### config.mk
export PLATFORM = sky130hd
export DESIGN_NAME = qvr_round
export DESIGN_NICKNAME = d
export VERILOG_FILES = /design/src/rtl/quaternion_vector_rotate_macros.svh /design/src/rtl/qvr_pkg.sv /design/src/rtl/qvr_round.sv
export SDC_FILE = /design/constraint.sdc
export NUM_CORES = 1
export LEC_CHECK = 0
export ABC_CLOCK_PERIOD_IN_PS = 1420
export BUFFER_PORTS_ARGS = -buffer_cell sky130_fd_sc_hd__buf_4
export CORE_MARGIN = 2
export CORE_UTILIZATION = 37
export CTS_CLUSTER_SIZE = 20
export DETAILED_ROUTE_END_ITERATION = 16
export PLACE_DENSITY = 0.78
export SLEW_MARGIN = 25
export SYNTH_ARGS = -nofsm -noshare
export SYNTH_HDL_FRONTEND = slang
export SYNTH_SLANG_ARGS = --single-unit
### constraint.sdc
create_clock -name clk -period 1.42 [get_ports clk]
set_input_delay 0.071 -clock clk [delete_from_list [all_inputs] [get_ports clk]]
set_output_delay 0.071 -clock clk [all_outputs]
set_load 0.01 [all_outputs]
### src/rtl/quaternion_vector_rotate_macros.svh
// assertion macros for the quaternion rotation pipeline
`ifndef QUATERNION_VECTOR_ROTATE_MACROS_SVH
`define QUATERNION_VECTOR_ROTATE_MACROS_SVH

`ifndef SYNTHESIS

// checked outside reset
`define QVR_ASSERT(label, clk, rst, prop) \
  label: assert property (@(posedge clk) disable iff (rst) prop) \
    else $error("qvr assertion failed");

// checked on every edge, reset included
`define QVR_ASSERT_ALWAYS(label, clk, prop) \
  label: assert property (@(posedge clk) prop) \
    else $error("qvr assertion failed");

`else

`define QVR_ASSERT(label, clk, rst, prop)
`define QVR_ASSERT_ALWAYS(label, clk, prop)

`endif

`endif

### src/rtl/qvr_pkg.sv
`default_nettype none
package qvr_pkg;

  localparam int QUAT_W     = 16;
  localparam int QPROD_W    = 2 * QUAT_W;
  localparam int M_W        = QPROD_W + 2;
  localparam int OUT_W      = 18;
  localparam int NUM_STAGES = 5;

  localparam int QUAT_FRAC_BITS_DEF = 14;
  localparam int VEC_WIDTH_DEF      = 16;

  typedef logic signed [QUAT_W-1:0]  quat_t;
  typedef logic signed [QPROD_W-1:0] qprod_t;
  typedef logic signed [M_W-1:0]     mat_t;
  typedef logic signed [OUT_W-1:0]   out_t;

  localparam out_t OUT_MAX = {1'b0, {(OUT_W-1){1'b1}}};
  localparam out_t OUT_MIN = {1'b1, {(OUT_W-1){1'b0}}};

  // accumulator width: room for three products plus rounding, and enough
  // bits above the binary point to judge saturation
  function automatic int acc_width(input int vec_w, input int frac_bits);
    int a;
    int b;
    a = M_W + vec_w + 3;
    b = 2 * frac_bits + OUT_W + 1;
    return (a > b) ? a : b;
  endfunction

endpackage
`default_nettype wire

### src/rtl/qvr_round.sv
`default_nettype none
module qvr_round #(
  parameter int QUAT_FRAC_BITS = qvr_pkg::QUAT_FRAC_BITS_DEF,
  parameter int VEC_WIDTH      = qvr_pkg::VEC_WIDTH_DEF
) (
  input  wire logic clk,
  input  wire logic en,
  input  wire logic signed [qvr_pkg::acc_width(VEC_WIDTH, QUAT_FRAC_BITS)-1:0] acc [3],
  output qvr_pkg::out_t rot [3],
  output logic          clipped
);
  import qvr_pkg::*;

  localparam int ACC_W = acc_width(VEC_WIDTH, QUAT_FRAC_BITS);
  localparam int SH    = 2 * QUAT_FRAC_BITS;

  logic signed [ACC_W-1:0] shifted [3];
  out_t                    sat [3];
  logic [2:0]              clip;

  always_comb begin
    for (int i = 0; i < 3; i++) begin
      shifted[i] = acc[i] >>> SH;
      // fits when every bit above the result sign matches it
      if ((&shifted[i][ACC_W-1:OUT_W-1]) || !(|shifted[i][ACC_W-1:OUT_W-1])) begin
        sat[i]  = shifted[i][OUT_W-1:0];
        clip[i] = 1'b0;
      end else begin
        sat[i]  = shifted[i][ACC_W-1] ? OUT_MIN : OUT_MAX;
        clip[i] = 1'b1;
      end
    end
  end

  // stage 5: output register
  always_ff @(posedge clk) begin
    if (en) begin
      rot     <= sat;
      clipped <= |clip;
    end
  end

endmodule
`default_nettype wire

==> results of run 1 <==
-- placed cells by master, fill, tap and decap left out, drive strengths merged --
cell type    Yosys  final
buf              9    134
edfxtp          55     55
a21o            51     51
nand4            6      6
clkbuf           1      6
nor4             6      6
nand2            3      3
o21ai            3      3
dlygate4sd3      2      3
nor2b            3      3
clkinv           0      2
nand3            1      1
-- logic make-up (layout without fill, tap and decap cells) --
family                 Yosys count  after routing
flip-flops                      55             55
AO/OA/AOI/OAI                   54             54
AND/OR/NAND/NOR                 19             19
buffers and inverters           12            145
-- metal layers --
layer | GRT usage | vias up
met3 | 0.06759 | 2
met5 | 0 | -
met4 | 0.04322 | 0
met2 | 0.2764 | 94
li1 | - | 809
met1 | 0.1851 | 792
-- where the power goes --
group          leakage (nW)  switching [mW]  total [mW]  internal [mW]
Clock                0.0428           0.477       0.823          0.347
Sequential            0.539          0.0357        1.96           1.93
Combinational          1.05           0.242       0.590          0.348
Total                  1.63           0.754        3.38           2.62
-- how the worst max path moves through the flow --
stage / end / depth (start not counted) / slack (ps)
after floorplan: rot[4] / 6 / 220
after global placement: rot[38] / 5 / -90
after detailed placement: rot[10] / 5 / -70
after CTS: rot[10] / 5 / 250
after global routing: clipped / 5 / 230
final: rot[20] / 6 / 390
-- per-stage QoR --
stage	std cells	hold slack [ps]	setup slack [ps]	TNS, ps
2_1_floorplan	140	183.5	224.9	0
3_3_place_gp	337	275.9	-91.46	-1105
3_5_place_dp	337	279.7	-69.44	-642.5
4_1_cts	348	24.72	248.9	0
5_1_grt	348	10.49	231.8	0
6_report	348	34.90	391.1	0
-- final cells by class --
cell class                 count  area share
clock inverter                 2    0.003632
sequential                    55      0.4795
tap                           75     0.02724
timing repair buffer         137      0.3080
clock buffer                   6     0.02107
multi-input combinational     73      0.1606
-- registers in the layout, summed over array words and instances, names as in the netlist --
| register | flops |
|---|---|
| rot | 54 |
| clipped | 1 |
-- what timing repair did --
item | 4_1_cts | 5_1_grt
endpoints found under the hold margin | 3 | 0
hold buffers | 3 | 0
setup endpoints to repair | 0 | 0
==> results by group, run 1 <==
Run status
  – Run status: finished clean

Floorplanning
  – Initial Util: 0.3870
  – Die width: 83.16 um
  – Die height: 83.16 um
  – Row count: 28
  – Ports placed on the boundary: 216
  – Floorplan die area: 0.006916 mm2
  – Placeable Area: 0.005991 mm2

Synth
  – Combinational family with the most area after synthesis: compound AO/OA/AOI/OAI gates
  – Mux contribution to synthesized area: 0
  – Number of enable flip-flop cells after synthesis: 55
  – Netlist area before placement: 0.002318 mm2
  – Gate count after technology mapping: between 100 and 150
  – Synthesized-area fraction occupied by ao, oa, aoi and oai cells: 0.1835
  – Adder-cell area share of the yosys netlist: 0
  – Dominant cells by area after synthesis: sky130_fd_sc_hd__edfxtp_1 (71%), sky130_fd_sc_hd__a21o_1 (12%), sky130_fd_sc_hd__a21o_2 (4.9%), sky130_fd_sc_hd__buf_6 (1.9%), sky130_fd_sc_hd__nand4_1 (1.6%)
  – Syn_nets: 301
  – Netlist cell types: 16
  – Post-synthesis share of cell area spent on and, or, nand and nor gates: 0.05289
  – Cell with the most instances after synthesis: sky130_fd_sc_hd__edfxtp_1
  – Sequential element share of the synthesized area: 0.7124
  – Average cell area after synthesis: 16.56 um2
  – Number of synthesis warnings: 0
  – Share of async-settable or async-resettable flops after synthesis: 0
  – Largest area contributor in the netlist: sky130_fd_sc_hd__edfxtp_1
  – Most used DFF post-synth: sky130_fd_sc_hd__edfxtp_1
  – Number of synthesized register bits: 55
  – Yosys top cell area share: 0.7124
  – Top cells by count, synth: sky130_fd_sc_hd__edfxtp_1 (55), sky130_fd_sc_hd__a21o_1 (38), sky130_fd_sc_hd__a21o_2 (13)
  – Post-synthesis share of cell area spent on xor and xnor gates: 0

Placed design
  – Global placement routability congestion: between 0.7 and 0.8
  – Detailed-placement wirelength estimate: 4029 um
  – Cell Area, Placed: 0.003327 mm2
  – Number of I/O port buffers: approximately 130

Drt
  – Routed met1 length: 2099 um
  – Iteration count of the initial detailed-routing pass: 4
  – Number of DRC markers after the initial detailed-route iteration: 60
  – Drt wl/cell: 15.54 um
  – Via density per instance: 4.876
  – Sum of routed wire length over all layers: 5407 um
  – Met3 WL: approximately 610 um
  – Routed vias: 1697
  – Detailed route wirelength on metal2: 2659 um
  – Final ANT Viol Nets: 0
  – Top metal layer carrying routed signals: met4
  – DRC errors left: 0

Clock tree
  – Inserted Clock Buffers: 5
  – CTS clk-pin slew, worst paths: 90 ps
  – Clk sink count: 55
  – CTS root buffer: sky130_fd_sc_hd__clkbuf_8
  – Buffer levels on the longest clock path: 2
  – Post-CTS Resized: 0
  – Setup repair bufs after CTS: 0
  – Number of H-tree levels: 2
  – CTS tree: done

Pwr
  – Overall power after layout: 3.378 mW
  – Leakage: 1.627 nW
  – Peak VDD IR: between 0.4 and 0.5 mV
  – Total power per unit cell area: 980.6 mW/mm2

Worst hold path
  – Cells on Worst Hold Path: 2
  – Endpoint of the worst hold-timing path: rot[27]
  – Type of the worst min-delay path: input port to register
  – Worst Hold Launch: acc[90]

Timing
  – Hold Vio Cnt, Final: 0
  – Fmax achieved: slightly below 1000 MHz
  – Post-layout min period: ~1000 ps
  – Final setup fails: 0
  – Worst max-slew margin expressed relative to the limit: 0.5177
  – Number of max-slew violations in the final report: 0
  – Fin crit share: 0.7246
  – Unrepaired setup endpoints after global routing: false
  – Slew at the pin closest to its max-slew limit: about 700 ps

Worst setup path
  – Buffering stage count on the worst path with inverters included: 2
  – Launch point of the critical path: acc[100]
  – Critical path launch point type: input port
  – Critical Path AT: around 1100 ps
  – Delay of the slowest critical-path stage: 270 ps
  – Setup CP Type: input port to register
  – Endpoint type of the worst setup path: register
  – Cell-by-cell trace of the critical path: buf_4, nor4_2, nand2_1, nor2b_1, buf_12, a21o_2
  – Critical path required time: 1470 ps
  – Cell family with the largest share of critical-path delay: simple AND/OR/NAND/NOR gates
  – Standard cell with the maximum stage delay on the critical path: sky130_fd_sc_hd__nor4_2
  – Largest fanout on the critical path: 17

Run
  – Number of max-capacitance violations reported: 0

Cells and area
  – Number of diodes added for antenna fixing: 0
  – Fin area: 0.003445 mm2
  – Synth-to-layout area growth: 48.57%
  – Share of final-layout standard cells stronger than drive strength 1: 0.5861
  – Fin util: 0.5750
  – Footprint of the multi-input gates: 553.0 um2
  – Nets: around 430
  – Filler Cells Inserted: roughly 510
  – Register Area: roughly 0.0017 mm2

GRT
  – Wire length of the first global-routing pass: 8845 um
  – Global Route Usage Sum: 0.1610
  – Via count of the first global-routing pass: 1801
  – Initial antenna violation count: 0
  – Grt ovf: 0
  – Maximum number of pins on one net before global-route repair: 56
Note: power is estimated with default switching activity, not from simulation.
==> run 2: changes to the inputs <==
--- a/config.mk
+++ b/config.mk
@@ -5,13 +5,14 @@
 export SDC_FILE = /design/constraint.sdc
 export NUM_CORES = 1
 export LEC_CHECK = 0
-export ABC_CLOCK_PERIOD_IN_PS = 1420
+export ABC_AREA = 1
+export ABC_CLOCK_PERIOD_IN_PS = 800
 export BUFFER_PORTS_ARGS = -buffer_cell sky130_fd_sc_hd__buf_4
 export CORE_MARGIN = 2
-export CORE_UTILIZATION = 37
+export CORE_UTILIZATION = 34
 export CTS_CLUSTER_SIZE = 20
 export DETAILED_ROUTE_END_ITERATION = 16
-export PLACE_DENSITY = 0.78
+export PLACE_DENSITY = 0.73
 export SLEW_MARGIN = 25
 export SYNTH_ARGS = -nofsm -noshare
 export SYNTH_HDL_FRONTEND = slang
==> constraint.sdc (replaced) <==
create_clock -name clk -period 0.8 [get_ports clk]
set_input_delay 0.04 -clock clk [delete_from_list [all_inputs] [get_ports clk]]
set_output_delay 0.04 -clock clk [all_outputs]
set_load 0.01 [all_outputs]
==> run 2 against run 1 <==
The run now ends with setup timing left. Design area is 24% higher. First-iteration DRC count is 43% higher. Synthesized cell count is 71% higher.
==> results by group, run 2 <==
Worst setup path
  – Cell-by-cell trace of the critical path: buf_6
  – Standard cell with the maximum stage delay on the critical path: sky130_fd_sc_hd__edfxtp_1
  – Critical path required time: between 700 and 800 ps
  – Endpoint type of the worst setup path: output pin
  – Critical path launch point type: register
  – Delay of the slowest critical-path stage: 410 ps
  – Cell family with the largest share of critical-path delay: flip-flops
  – Critical Path AT: 850 ps
  – Largest fanout on the critical path: 1
  – Logic depth of the worst setup path including buffers: 1
  – Buffering stage count on the worst path with inverters included: 1
  – Setup CP Type: register to output pin

Synth
  – Largest area contributor in the netlist: sky130_fd_sc_hd__edfxtp_1
  – Number of synthesized register bits: 55
  – Syn_nets: 401
  – Top cells by count, synth: sky130_fd_sc_hd__nand2_1 (130), sky130_fd_sc_hd__edfxtp_1 (55), sky130_fd_sc_hd__nor2_1 (21)
  – Netlist cell types: 14
  – Dominant cells by area after synthesis: sky130_fd_sc_hd__edfxtp_1 (67%), sky130_fd_sc_hd__nand2_1 (20%), sky130_fd_sc_hd__nor2_1 (3.2%), sky130_fd_sc_hd__buf_6 (2.3%), sky130_fd_sc_hd__o21ai_4 (2.0%)
  – Share of async-settable or async-resettable flops after synthesis: 0
  – Yosys top cell area share: 0.6694
  – Netlist area before placement: ~0.0025 mm2
  – Sequential element share of the synthesized area: 0.6694
  – Gate count after technology mapping: 240
  – Average cell area after synthesis: 10.28 um2
  – Number of enable flip-flop cells after synthesis: between 50 and 60
  – Cell with the most instances after synthesis: sky130_fd_sc_hd__nand2_1
  – Number of synthesis warnings: 0
  – Most used DFF post-synth: sky130_fd_sc_hd__edfxtp_1

Timing
  – Slew at the pin closest to its max-slew limit: 164.8 ps
  – Fmax achieved: 1120 MHz
  – Number of max-slew violations in the final report: 0
  – Unrepaired setup endpoints after global routing: true
  – Final setup fails: between 50 and 60
  – Worst setup slack after layout: -93.13 ps
  – Final worst hold slack: 7.652 ps
  – Hold Vio Cnt, Final: 0
  – Fin crit share: 1.116
  – Post-layout min period: 893.1 ps
  – Worst max-slew margin expressed relative to the limit: 0.8897

Drt
  – Sum of routed wire length over all layers: roughly 6000 um
  – Routed met1 length: 2231 um
  – Number of DRC markers after the initial detailed-route iteration: 86
  – DRC errors left: 0
  – Top metal layer carrying routed signals: met4
  – Met3 WL: ~680 um
  – Routed vias: 2190
  – Final ANT Viol Nets: 0
  – Via density per instance: 4.337
  – Detailed route wirelength on metal2: 3023 um
  – Iteration count of the initial detailed-routing pass: 4
  – Drt wl/cell: 11.93 um

Run status
  – Violations in the final reports: setup timing
  – Run status: finished, violations left

Floorplanning
  – Ports placed on the boundary: 216
  – Placeable Area: 0.007137 mm2
  – Initial Util: 0.3457
  – Floorplan die area: 0.007954 mm2
  – Die height: 89.19 um
  – Row count: 31
  – Die width: 89.19 um

Pwr
  – Leakage: 1.886 nW
  – Peak VDD IR: 0.7894 mV
  – Overall power after layout: 6.649 mW
  – Total power per unit cell area: around 1600 mW/mm2

Cells and area
  – Number of diodes added for antenna fixing: 0
  – Share of final-layout standard cells stronger than drive strength 1: 0.4261
  – Leading cell type in the layout, fill and taps excluded: sky130_fd_sc_hd__nand2_1
  – Commonest non-fill, non-tap cells in the layout: sky130_fd_sc_hd__nand2_1 (124), sky130_fd_sc_hd__buf_4 (88), sky130_fd_sc_hd__edfxtp_1 (55)
  – Filler Cells Inserted: around 600
  – Largest registers: rot x54, clipped x1
  – Register Area: roughly 0.0017 mm2
  – Nets: 567
  – Register containing the most flip-flops in the final layout: rot
  – Footprint of the multi-input gates: between 700 and 800 um2
  – Synth-to-layout area growth: 73.17%
  – Number of flip-flops under the largest register name: 54

Clock tree
  – CTS clk-pin slew, worst paths: 100 ps
  – Clk sink count: 55
  – Buffer levels on the longest clock path: 2
  – Number of H-tree levels: 2
  – CTS tree: done
  – Setup repair bufs after CTS: 0
  – Inserted Clock Buffers: 5
  – CTS root buffer: sky130_fd_sc_hd__clkbuf_8

GRT
  – Via count of the first global-routing pass: 1976
  – Wire length of the first global-routing pass: just under 9000 um
  – Maximum number of pins on one net before global-route repair: 29
  – Global Route Usage Sum: 0.1455
  – Initial antenna violation count: 0
  – Grt ovf: 0

Placed design
  – Global placement routability congestion: 0.7532
  – DP Worst Slack: -245.9 ps
  – Detailed-placement wirelength estimate: 4456 um
  – Number of I/O port buffers: 131

Worst hold path
  – Cells on Worst Hold Path: 3
  – Type of the worst min-delay path: input port to register

Run
  – Number of max-capacitance violations reported: 0
## run 2: cell types whose count changed after synthesis, sizes merged
cell	delta
nand4	-6
nor4	-6
buf	-3
clkbuf	+2
and2	+3
nand3	+3
dlygate4sd3	-2
nor2	+23
a21o	-51
nand2	+128
nor2b	-3
inv	+12
## run 2: layer usage
layer / vias up / GRT usage
met5: - / 0
li1: 1096 / -
met2: 102 / 0.2525
met3: 7 / 0.06094
met1: 985 / 0.1640
met4: 0 / 0.04206
## run 2: metrics by stage
step / cell area, um2 / utilization / setup TNS, ps / cells
after floorplan: 2530 / - / -1507 / 240
after global placement: 3740 / 0.5240 / -9376 / 474
after detailed placement: 3740 / 0.5240 / -10920 / 474
final: 4273 / 0.5987 / -3573 / 505
after global routing: 4273 / 0.5987 / -5924 / 505
after CTS: 4161 / 0.5831 / -4157 / 502
## run 2: power breakdown
part | switching [mW] | leakage [nW] | internal [mW]
Combinational | 0.521 | 1.30 | 0.822
Sequential | 0.0967 | 0.539 | 3.43
Clock | 0.862 | 0.0502 | 0.916
## run 2: cell type report
| class | instances | area share |
|---|---|---|
| flip-flops and latches | 55 | 0.3865 |
| clock inverters | 2 | 0.008785 |
| inverters | 12 | 0.01054 |
| multi-input cells | 164 | 0.1763 |
| clock buffers | 5 | 0.01611 |
| well taps | 99 | 0.02899 |
| repair buffers | 168 | 0.3728 |
## run 2: path summary, 6_finish.rpt
path | from | end | slack (ps)
hold / removal | acc[34] | rot[6] | 8
setup / recovery | clipped | clipped | -90
## run 2: logic make-up (layout without fill, tap and decap cells)
group	after synthesis	in the layout	synth area share
flip-flops	55	55	0.6694
AO/OA/AOI/OAI	3	3	0.01978
AND/OR/NAND/NOR	161	161	0.2591
buffers and inverters	21	187	0.05172
## run 2: timing repair
| item | in CTS | in global routing |
|---|---|---|
| hold buffers | 21 | 3 |
| endpoints found under the setup margin | 55 | 58 |
| endpoints found under the hold margin | 21 | 3 |
| resized for setup | 28 | 22 |
