File: src/rtl/quaternion_vector_rotate_macros.svh
// assertion macros for the quaternion rotation pipeline
`ifndef QUATERNION_VECTOR_ROTATE_MACROS_SVH
`define QUATERNION_VECTOR_ROTATE_MACROS_SVH

`ifndef SYNTHESIS

// checked outside reset
`define QVR_ASSERT(label, clk, rst, prop) \
  label: assert property (@(posedge clk) disable iff (rst) prop) \
    else $error("qvr assertion failed");

// checked on every edge, reset included
`define QVR_ASSERT_ALWAYS(label, clk, prop) \
  label: assert property (@(posedge clk) prop) \
    else $error("qvr assertion failed");

`else

`define QVR_ASSERT(label, clk, rst, prop)
`define QVR_ASSERT_ALWAYS(label, clk, prop)

`endif

`endif

File: src/rtl/qvr_pkg.sv
`default_nettype none
package qvr_pkg;

  localparam int QUAT_W     = 16;
  localparam int QPROD_W    = 2 * QUAT_W;
  localparam int M_W        = QPROD_W + 2;
  localparam int OUT_W      = 18;
  localparam int NUM_STAGES = 5;

  localparam int QUAT_FRAC_BITS_DEF = 14;
  localparam int VEC_WIDTH_DEF      = 16;

  typedef logic signed [QUAT_W-1:0]  quat_t;
  typedef logic signed [QPROD_W-1:0] qprod_t;
  typedef logic signed [M_W-1:0]     mat_t;
  typedef logic signed [OUT_W-1:0]   out_t;

  localparam out_t OUT_MAX = {1'b0, {(OUT_W-1){1'b1}}};
  localparam out_t OUT_MIN = {1'b1, {(OUT_W-1){1'b0}}};

  // accumulator width: room for three products plus rounding, and enough
  // bits above the binary point to judge saturation
  function automatic int acc_width(input int vec_w, input int frac_bits);
    int a;
    int b;
    a = M_W + vec_w + 3;
    b = 2 * frac_bits + OUT_W + 1;
    return (a > b) ? a : b;
  endfunction

endpackage
`default_nettype wire

File: src/rtl/qvr_ctrl.sv
`default_nettype none
`include "quaternion_vector_rotate_macros.svh"
module qvr_ctrl (
  input  wire logic                           clk,
  input  wire logic                           rst,
  input  wire logic                           in_valid,
  output logic                                in_stall,
  output logic                                out_valid,
  input  wire logic                           out_stall,
  output logic [qvr_pkg::NUM_STAGES-1:0]      en
);
  import qvr_pkg::*;

  logic [NUM_STAGES-1:0] valid;
  logic [NUM_STAGES-1:0] valid_next;

  // a stage may load when it is empty or its word moves on
  always_comb begin
    en[NUM_STAGES-1] = !valid[NUM_STAGES-1] || !out_stall;
    for (int i = NUM_STAGES - 2; i >= 0; i--) begin
      en[i] = !valid[i] || en[i+1];
    end
  end

  always_comb begin
    for (int i = 0; i < NUM_STAGES; i++) begin
      if (en[i]) begin
        valid_next[i] = (i == 0) ? in_valid : valid[(i == 0) ? 0 : i - 1];
      end else begin
        valid_next[i] = valid[i];
      end
    end
  end

  always_ff @(posedge clk) begin
    if (rst) begin
      valid <= '0;
    end else begin
      valid <= valid_next;
    end
  end

  assign in_stall  = !en[0];
  assign out_valid = valid[NUM_STAGES-1];

  // input only backs up when every stage holds a word
  `QVR_ASSERT(a_stall_full, clk, rst, in_stall |-> (&valid))
  `QVR_ASSERT(a_accept_lands, clk, rst, (in_valid && !in_stall) |=> valid[0])
  `QVR_ASSERT(a_last_moves, clk, rst,
    (valid[NUM_STAGES-2] && en[NUM_STAGES-1]) |=> valid[NUM_STAGES-1])
  `QVR_ASSERT_ALWAYS(a_reset_empty, clk, $past(rst) |-> (valid == '0))

endmodule
`default_nettype wire

File: config.mk
export PLATFORM = sky130hd
export DESIGN_NAME = qvr_ctrl
export DESIGN_NICKNAME = d
export VERILOG_FILES = /design/src/rtl/qvr_pkg.sv /design/src/rtl/qvr_ctrl.sv
export VERILOG_INCLUDE_DIRS = /design/src /design/src/rtl
export SDC_FILE = /design/constraint.sdc
export NUM_CORES = 1
export LEC_CHECK = 0
export BUFFER_PORTS_ARGS = -buffer_cell sky130_fd_sc_hd__buf_2
export CORE_AREA = 4 4 41 43
export DETAILED_ROUTE_END_ITERATION = 10
export DIE_AREA = 0 0 45 47
export GPL_TIMING_DRIVEN = 0
export HOLD_SLACK_MARGIN = 0.02
export PLACE_DENSITY_LB_ADDON = 0.25
export SYNTH_ARGS = -nofsm -noshare
export SYNTH_HDL_FRONTEND = slang
export SYNTH_SLANG_ARGS = --single-unit
File: constraint.sdc
create_clock -name clk -period 1.1 [get_ports clk]
set_clock_uncertainty 0.05 [all_clocks]
set_input_delay 0.22 -clock clk [delete_from_list [all_inputs] [get_ports clk]]
set_output_delay 0.22 -clock clk [all_outputs]
set_load 0.02 [all_outputs]
==> summary.md, run 1 <==
| Metric | Value |
|---|---|
| Critical path data required time | `830 ps` |
| Worst r2r src | `valid[4]` |
| Mapped Nets | `27` |
| Slew @ Worst Pin | `170 ps` |
| Failing checks | `setup timing` |
| Via count | `228` |
| Mean Syn Cell Area | `8.98 um2` |
| Max incr delay on CP | `330 ps` |
| Yosys warnings | `0` |
| Slowest-stage cell, CP | `dfxtp_4` |
| H-tree depth | `1` |
| Highest Signal Layer | `met3` |
| Antenna-violating nets left | `0` |
| Final WL | `555 um` |
| Cell taking the most area after synthesis | `dfxtp_1` |
| Endpoints failing setup | `7` |
| Clock root buffer master | `clkbuf_4` |
| Post-Route M1 WL | `256 um` |
| Power per cell area | `1070 mW/mm2` |
| # diodes | `0` |
| Top Registers | `valid: 5 flops` |
| Startpoint Class | `flip-flop` |
| Synth cell types | `10` |
| Detailed-router iteration count before antenna repair | `2` |
| Final Hold Vio Count | `0` |
| WHS Path Cells | `3` |
| Die Span X | `45 um` |
| CP arrival | `1070 ps` |
| Final std cells w/o fill | `57` |
| NumNets Final | `47` |
| CP Cell Sequence | `and4_4, inv_4, nor2_4, buf_6` |
| CTS tree | `built` |
| Reg2reg end | `valid[0]` |
| CTS Sinks | `5` |
| WL met3 | `57 um` |
| Biggest register | `valid` |
| Hold_sp | `in_valid` |
| Synthesized flop and latch total | `5` |
| Peak supply drop | `0.370 mV` |
| Clk pin slew, worst setup/hold paths | `40 ps` |
| DRT iter0 DRCs | `3` |
| Post-DR vias/cell | `4.00` |
| Mapped Area | `206 um2` |
| Grt ovf | `0` |
| Final hold slack | `144 ps` |
| Relative slew margins | `88.6%` |
| I/O Buffers | `10` |
| Hold Path Sink | `valid[0]` |
| R2r setup slk | `10 ps` |
| Synth Instances | `23` |
| Sequential share of the synthesized area | `48.5%` |
| WL per Instance | `9.74 um` |
| Fmax | `0.749 GHz` |
| Clock Latency Late Sink | `240 ps` |
| Top cells by area, synth | `dfxtp_1 48%, o31ai_2 12%, a21oi_1 7.3%` |
| Outcome | `finished, violations left` |
| Rows | `13` |
| Dpl hpwl | `351 um` |
| Share of cells above drive strength 1 | `66.7%` |
| Slew Limit Fails | `0` |
| Cts bufs inserted | `3` |
| Initial core utilization | `15.9%` |
| Crit. End Element | `primary output` |
| Top-area cell type share of the netlist area | `48.5%` |
| Dpl cell area | `287 um2` |
| Tot GR Track Use | `6.18%` |
| Final instance area | `402 um2` |
| Max reg flops | `5` |
| Gpl congestion | `0.648` |
| Initial antenna violation count | `0` |
| First-pass GRT wire length | `897 um` |
| Vias in the first global route | `237` |
| Pleak | `0.159 nW` |
| R2R cell count | `4` |
| Setup WS post-layout | `-236 ps` |
| Area grow syn2layout | `94.5%` |
| Worst min path class | `in -> reg` |
| Total die area | `0.00212 mm2` |
| Drc violations | `0` |
| Core area | `0.00130 mm2` |
| Placed cells | `48` |
| Crit share post-route | `121%` |
| Period minus WS final | `1340 ps` |
| Clock Path Buffers | `2` |
| Worst Path Class, Setup | `reg -> out` |
| Die height | `47 um` |
| Io pins | `11` |
| RSZ-0062 raised after global routing | `true` |
| Max-cap violations | `0` |
| WL met2 | `241 um` |
| Largest net degree at the start of global routing | `8` |
| Worst-path fanout max | `4` |
## timing repair
action	CTS	global route
setup buffers	3	2
hold buffers	0	0
resized for setup	13	4
pin swaps	1	0
endpoints found under the setup margin	5	9
## cells in the final DEF (no fill, tap or decap), drive strengths merged
master / count
a21oi: 3
and4: 1
buf: 15
clkbuf: 4
dfxtp: 5
inv: 3
nand2: 3
nand2b: 2
nand3: 2
nor2: 2
o31ai: 2
## report_power, final
| group | switching (W) | internal [W] | leakage, nW |
|---|---|---|---|
| Clock | 0.0000765 | 0.000137 | 0.0150 |
| Sequential | 0.00000411 | 0.000186 | 0.0426 |
| Combinational | 0.0000144 | 0.0000129 | 0.102 |
## layout make-up
class,count,area (um2)
clock buffers,4,26.3
fillers,147,900
inverters,3,13.8
multi-input cells,15,108
flip-flops and latches,5,106
well taps,15,18.8
repair buffers,15,129
## how the worst max path moves through the flow
stage	startpoint	end	slack, ps	depth (start not counted)
after CTS	valid[4]	in_stall	-240	4
after global placement	out_stall	in_stall	-40	5
after detailed placement	out_stall	in_stall	-40	5
final	valid[4]	in_stall	-240	4
after global routing	valid[2]	in_stall	-280	4
after floorplan	valid[4]	in_stall	10	3
## cell usage after synthesis
cell and count:
nor2_1 2, nand3_1 2, o31ai_2 2, and4_4 1
nand2_1 3, a21oi_1 3, dfxtp_1 5, nand2b_1 2
inv_4 1, inv_1 2
## critical path: cells and delay by family (launching register included)
family / cells / cell delay [ps]
flops: 1 / 330
simple gates: 2 / 320
buf+inv: 2 / 170
## per-layer routing
metal | vias to the layer above | track usage, %
met5 | - | 0
met4 | 0 | 1.75
met3 | 0 | 4.60
met2 | 11 | 9.04
met1 | 102 | 7.09
li1 | 115 | -
## stage by stage
stage	setup slack, ps	setup TNS, ps	utilization (%)	power (W)
6_report	-236	-1270	30.9	0.000431
5_1_grt	-276	-1530	30.9	0.000455
4_1_cts	-236	-1070	28.6	0.000437
3_5_place_dp	-41.8	-44.3	22.0	0.000215
3_3_place_gp	-42.8	-46.9	22.0	0.000215
2_1_floorplan	12.0	0	-	0.000202
## kinds of logic after synthesis
family	Yosys count	share of synthesized area, %
buffers and inverters	3	6.67
AND/OR/NAND/NOR	10	25.5
flip-flops	5	48.5
AO/OA/AOI/OAI	5	19.4
Note: power is estimated with default switching activity, not from simulation.
==> run 2, diff against run 1 <==
==> constraint.sdc (replaced) <==
create_clock -name clk -period 1.08 [get_ports clk]
set_clock_uncertainty 0.05 [all_clocks]
set_input_delay 0.216 -clock clk [delete_from_list [all_inputs] [get_ports clk]]
set_output_delay 0.216 -clock clk [all_outputs]
set_load 0.02 [all_outputs]
==> run 2 against run 1 <==
The flow still finishes with violations (setup timing). Routed wire length shrank 6.1%. Total power rose by 1.1%. Combinational power down 3%. Clock power is essentially flat. Core utilization rose by 0.19 points. Setup slack lost 9.7 ps. Critical path depth is 1 lower. Non-clock buffer count is the same. Final cell count is the same. Clock-buffer cell count unchanged. First-iteration DRC count down 67%. Critical endpoint is now en[0].
==> summary.md, run 2 (same netlist as run 1, synthesis figures left out) <==
| Metric | Value |
|---|---|
| Worst-path fanout max | `3 (-1)` |
| Slew @ Worst Pin | `155 ps (-14.6 ps)` |
| Setup WS post-layout | `-245 ps (-9.66 ps)` |
| Crit share post-route | `123%` |
| Crit. End Element | `primary output` |
| I/O Buffers | `10 (unchanged)` |
| Multi-input gate area | `106 um2 (-1.2%)` |
| Post-DR vias/cell | `3.84 (-3.9%)` |
| Tot GR Track Use | `6.49% (+0.31 points)` |
| Clock Path Buffers | `2 (unchanged)` |
| Initial antenna violation count | `0 (unchanged)` |
| R2R cell count | `5 (+1)` |
| Fill count | `145 (-1.4%)` |
| Period minus WS final | `1330 ps` |
| Failing checks | `setup timing` |
| Rows | `13 (unchanged)` |
| Top Registers | `valid: 5 flops` |
| Worst Path Class, Setup | `reg -> out` |
| WL per Instance | `9.14 um (-6.1%)` |
| Total die area | `0.00212 mm2 (unchanged)` |
| Final Hold Vio Count | `0 (unchanged)` |
| Max-cap violations | `0 (unchanged)` |
| Area grow syn2layout | `95.8%` |
| Setup_tns | `-1540 ps (-269 ps)` |
| Pleak | `0.160 nW (+0.27%)` |
| NumNets Final | `47 (unchanged)` |
| Final WL | `521 um (-6.1%)` |
| Die Span X | `45 um (unchanged)` |
| Startpoint Class | `flip-flop` |
| Via count | `219 (-3.9%)` |
| Commonest non-fill, non-tap cell in the layout | `buf_6` |
| Relative slew margins | `89.6% (+0.98 points)` |
| Dpl hpwl | `346 um (-1.2%)` |
| Max incr delay on CP | `340 ps (about the same)` |
| # diodes | `0 (unchanged)` |
| Detailed-router iteration count before antenna repair | `2 (unchanged)` |
| Gpl congestion | `0.646 (-0.40%)` |
| Cts bufs inserted | `3 (unchanged)` |
| Endpoints failing setup | `9 (+2)` |
| Largest net degree at the start of global routing | `8 (unchanged)` |
| Grt ovf | `0 (unchanged)` |
| Critical path data required time | `810 ps (-20 ps)` |
| Fmax | `0.755 GHz` |
| Antenna-violating nets left | `0 (unchanged)` |
| Initial core utilization | `15.9% (unchanged)` |
| FF/Latch Area | `106 um2 (unchanged)` |
| Slowest-stage cell, CP | `dfxtp_4` |
| Post-layout util | `31.1% (+0.19 points)` |
| Power per cell area | `1080 mW/mm2 (+0.45%)` |
| CP Buf/Inv Count | `1 (-1)` |
| Io pins | `11 (unchanged)` |
| H-tree depth | `1 (unchanged)` |
| First-pass GRT wire length | `917 um (+2.2%)` |
| Die height | `47 um (unchanged)` |
| Delay-heaviest family, CP | `simple AND/OR/NAND/NOR gates` |
| WHS Path Cells | `3 (unchanged)` |
| CTS tree | `built` |
| Total power draw | `0.000435 W (+1.1%)` |
| Final hold slack | `145 ps (+0.728 ps)` |
| Biggest register | `valid` |
| Max reg flops | `5 (unchanged)` |
| Peak supply drop | `0.571 mV (+54%)` |
| Stages on worst setup path | `3 (-1)` |
| Clock root buffer master | `clkbuf_4` |
| CP Cell Sequence | `and4_4, nand3_1, buf_6` |
| RSZ-0062 raised after global routing | `true` |
| Slew Limit Fails | `0 (unchanged)` |
| Vias in the first global route | `232 (-2.1%)` |
| Core area | `0.00130 mm2 (unchanged)` |
| CTS Sinks | `5 (unchanged)` |
| Highest-count cells in the layout ignoring fill and taps | `8 x buf_6, 4 x buf_2, 3 x clkbuf_4, 3 x buf_4` |
| Clk pin slew, worst setup/hold paths | `50 ps (about the same)` |
| CP arrival | `1060 ps (about the same)` |
| Share of cells above drive strength 1 | `66.7% (unchanged)` |
| Hold-fix buffers, CTS | `0 (unchanged)` |
| DRT iter0 DRCs | `1 (-2)` |
| Worst min path class | `in -> reg` |
| Clock Latency Late Sink | `240 ps (about the same)` |
| Drc violations | `0 (unchanged)` |
| Outcome | `finished, violations left` |
-- run 2: changes by cell type in the layout (fill, tap and decap cells not counted) --
cell,change
a21oi_1,-1
a21oi_2,+1
buf_4,-1
buf_6,+1
nand3_1,+1
nand3_2,-1
-- run 2: layout make-up --
class                      count  share of cell area (%)
timing repair buffer          15                    32.8
sequential                     5                    26.3
multi-input combinational     15                    26.3
clock buffer                   4                    6.50
tap                           15                    4.64
inverter                       3                    3.41
-- run 2: worst min-delay path, delay by kind of cell --
kind            cells  cell delay [ps]
buf+inv             1               70
simple gates        1               60
compound gates      1               50
-- run 2: metrics by stage --
step	worst slack [ps]	instances	cell area, um2
after detailed placement	-49.3	48	287
after CTS	-256	56	387
after global routing	-296	57	404
after global placement	-56.8	48	287
final	-245	57	404
after floorplan	-4.00	23	218
-- run 2: routing by layer --
metal  GRT usage [%]  share of wire, %
met3            4.98                15
met4            3.51                 0
met2            8.47                38
met5               0                 0
met1            7.53                47
-- run 2: power by group --
part / internal, W / switching (W)
Combinational: 0.0000127 / 0.0000139
Sequential: 0.000189 / 0.00000423
Clock: 0.000140 / 0.0000758
-- run 2: worst paths after layout --
check / from / endpoint / slack, ps
worst max-delay path: valid[4] / en[0] / -250
worst min-delay path: in_valid / valid[0] / 140
worst max register to register: valid[4] / valid[1] / -130
worst min register to register: valid[2] / valid[3] / 390
-- run 2: repair_timing --
item	4_1_cts	5_1_grt
setup endpoints to repair	5	10
gates resized for setup	15	4
buffers inserted	4	3
pin swaps	2	2
==> run 3, diff against run 2 <==
--- a/config.mk
+++ b/config.mk
@@ -7,6 +7,8 @@
 export NUM_CORES = 1
 export LEC_CHECK = 0
 export BUFFER_PORTS_ARGS = -buffer_cell sky130_fd_sc_hd__buf_2
+export CELL_PAD_IN_SITES_DETAIL_PLACEMENT = 1
+export CELL_PAD_IN_SITES_GLOBAL_PLACEMENT = 2
 export CORE_AREA = 4 4 41 43
 export DETAILED_ROUTE_END_ITERATION = 10
 export DIE_AREA = 0 0 45 47
==> run 3 against run 2 <==
The run still ends with setup timing left. Sequential cell count stayed put. Routed wire length is 27% higher. Critical endpoint is now in_stall. Highest routed layer is now met4. Maximum frequency is 1.8% lower. Combinational power is 8.6% higher. Total power is 0.42% higher. Largest cell class unchanged. Critical path type unchanged. Core utilization is 0.67 points higher. Setup slack worse by 24 ps. Clock power hardly changed. Sequential share of layout area is 0.56 points lower. Via count is 13% higher. Final cell count stayed put.
==> summary.md, run 3 (same netlist as run 1, synthesis figures left out) <==
| Metric | Value |
|---|---|
| H-tree depth | `1 (unchanged)` |
| WL per Instance | `11.6 um (+27%)` |
| Highest-count cells in the layout ignoring fill and taps | `7 x buf_6, 4 x buf_2, 4 x buf_4, 3 x clkbuf_4` |
| Slew @ Worst Pin | `186 ps (+30.5 ps)` |
| Commonest non-fill, non-tap cell in the layout | `buf_6` |
| Area grow syn2layout | `100%` |
| Drc violations | `0 (unchanged)` |
| CTS tree | `built` |
| Reg2reg end | `valid[1]` |
| Core area | `0.00130 mm2 (unchanged)` |
| Endpoints failing setup | `10 (+1)` |
| Tot GR Track Use | `7.91% (+1.4 points)` |
| Grt ovf | `0 (unchanged)` |
| Dpl hpwl | `450 um (+30%)` |
| Startpoint Class | `flip-flop` |
| I/O Buffers | `10 (unchanged)` |
| Multi-input gate area | `116 um2 (+9.4%)` |
| Total power draw | `0.000437 W (+0.42%)` |
| WHS Path Cells | `3 (unchanged)` |
| Post-DR vias/cell | `4.33 (+13%)` |
| Post-layout util | `31.7% (+0.67 points)` |
| Worst r2r src | `valid[3]` |
| Setup_tns | `-1330 ps (+208 ps)` |
| Initial antenna violation count | `0 (unchanged)` |
| Setup WS post-layout | `-269 ps (-24.0 ps)` |
| Fmax | `0.741 GHz (-1.8%)` |
| Final Hold Vio Count | `0 (unchanged)` |
| Via count | `247 (+13%)` |
| R2R cell count | `5 (unchanged)` |
| Worst Path Class, Setup | `reg -> out` |
| Max-cap violations | `0 (unchanged)` |
| Crit share post-route | `125% (+2.2 points)` |
| CP arrival | `1080 ps (+20 ps)` |
| Hold-fix buffers, CTS | `0 (unchanged)` |
| R2r setup slk | `-110 ps (+20 ps)` |
| Worst min path class | `in -> reg` |
| Relative slew margins | `87.6% (-2.0 points)` |
| Final WL | `660 um (+27%)` |
| Clock root buffer master | `clkbuf_4` |
| First-pass GRT wire length | `1080 um (+18%)` |
| Peak supply drop | `0.314 mV (-45%)` |
| Hold_sp | `in_valid` |
| Biggest register | `valid` |
| Die height | `47 um (unchanged)` |
| Detailed-router iteration count before antenna repair | `1 (-1)` |
| RSZ-0062 raised after global routing | `true` |
| Clock Latency Late Sink | `240 ps (about the same)` |
| Die Span X | `45 um (unchanged)` |
| Initial core utilization | `15.9% (unchanged)` |
| Vias in the first global route | `256 (+10%)` |
| FF/Latch Area | `106 um2 (unchanged)` |
| NumNets Final | `47 (unchanged)` |
| Crit path from | `valid[3]` |
| Fill count | `163 (+12%)` |
| Io pins | `11 (unchanged)` |
| Hold Path Sink | `valid[0]` |
| Period minus WS final | `1350 ps (+24.0 ps)` |
| Share of cells above drive strength 1 | `69.0% (+2.4 points)` |
| Outcome | `finished, violations left` |
| Antenna-violating nets left | `0 (unchanged)` |
| Top Registers | `valid: 5 flops` |
| Cts bufs inserted | `3 (unchanged)` |
| # diodes | `0 (unchanged)` |
| Clock Path Buffers | `2 (unchanged)` |
| Total die area | `0.00212 mm2 (unchanged)` |
| Rows | `13 (unchanged)` |
| Pleak | `0.167 nW (+4.9%)` |
| Failing checks | `setup timing` |
| DRT iter0 DRCs | `0 (-1)` |
| Final hold slack | `145 ps (+0.440 ps)` |
| Power per cell area | `1060 mW/mm2 (-1.7%)` |
| Slew Limit Fails | `0 (unchanged)` |
| Max reg flops | `5 (unchanged)` |
| Pre-CTS setup slack | `-70.5 ps (-21.2 ps)` |
| Critical path data required time | `810 ps (about the same)` |
| CTS Sinks | `5 (unchanged)` |
| Largest net degree at the start of global routing | `8 (unchanged)` |
| Clk pin slew, worst setup/hold paths | `40 ps (about the same)` |
| Gpl congestion | `0.645 (-0.17%)` |
| Worst-path fanout max | `4 (+1)` |
| Crit. End Element | `primary output` |
## run 3: worst max-delay path, cell delays in order, from the launching register on
cell     delay [ps]
dfxtp_2         340
and4_4          270
inv_6            50
nor2_4           70
buf_6           120
## run 3: how the worst max path moves through the flow
stage                           to  slack, ps  cells after the start
after floorplan           in_stall         -4                      3
after global placement    in_stall        -50                      4
after detailed placement  in_stall        -70                      4
after CTS                 in_stall       -270                      4
after global routing      in_stall       -320                      4
final                     in_stall       -270                      4
## run 3: cell type report
type                       count  area share, %
timing repair buffer          15           31.2
inverter                       3           3.94
sequential                     5           25.8
multi-input combinational     15           28.2
tap                           15           4.55
clock buffer                   4           6.36
## run 3: timing repair
action	4_1_cts	5_1_grt
setup endpoints to repair	5	10
pin swaps	1	3
buffers inserted	3	2
resized for setup	15	5
## run 3: metrics by stage
step	area, um2	std cells
after floorplan	218	23
after global placement	287	48
after detailed placement	287	48
after CTS	379	55
after global routing	413	57
final	413	57
## run 3: per-layer routing
layer	wire (um)	part of all wire [%]	GRT usage (%)
met5	0	0	0
met4	14	2.1	7.02
met3	65	9.8	5.36
met2	348	53	12.7
met1	231	35	6.62
## run 3: power by group
group          total (W)  internal (W)  switching, W
Clock           0.000214      0.000140     0.0000740
Combinational  0.0000289     0.0000130     0.0000159
Sequential      0.000195      0.000189    0.00000562
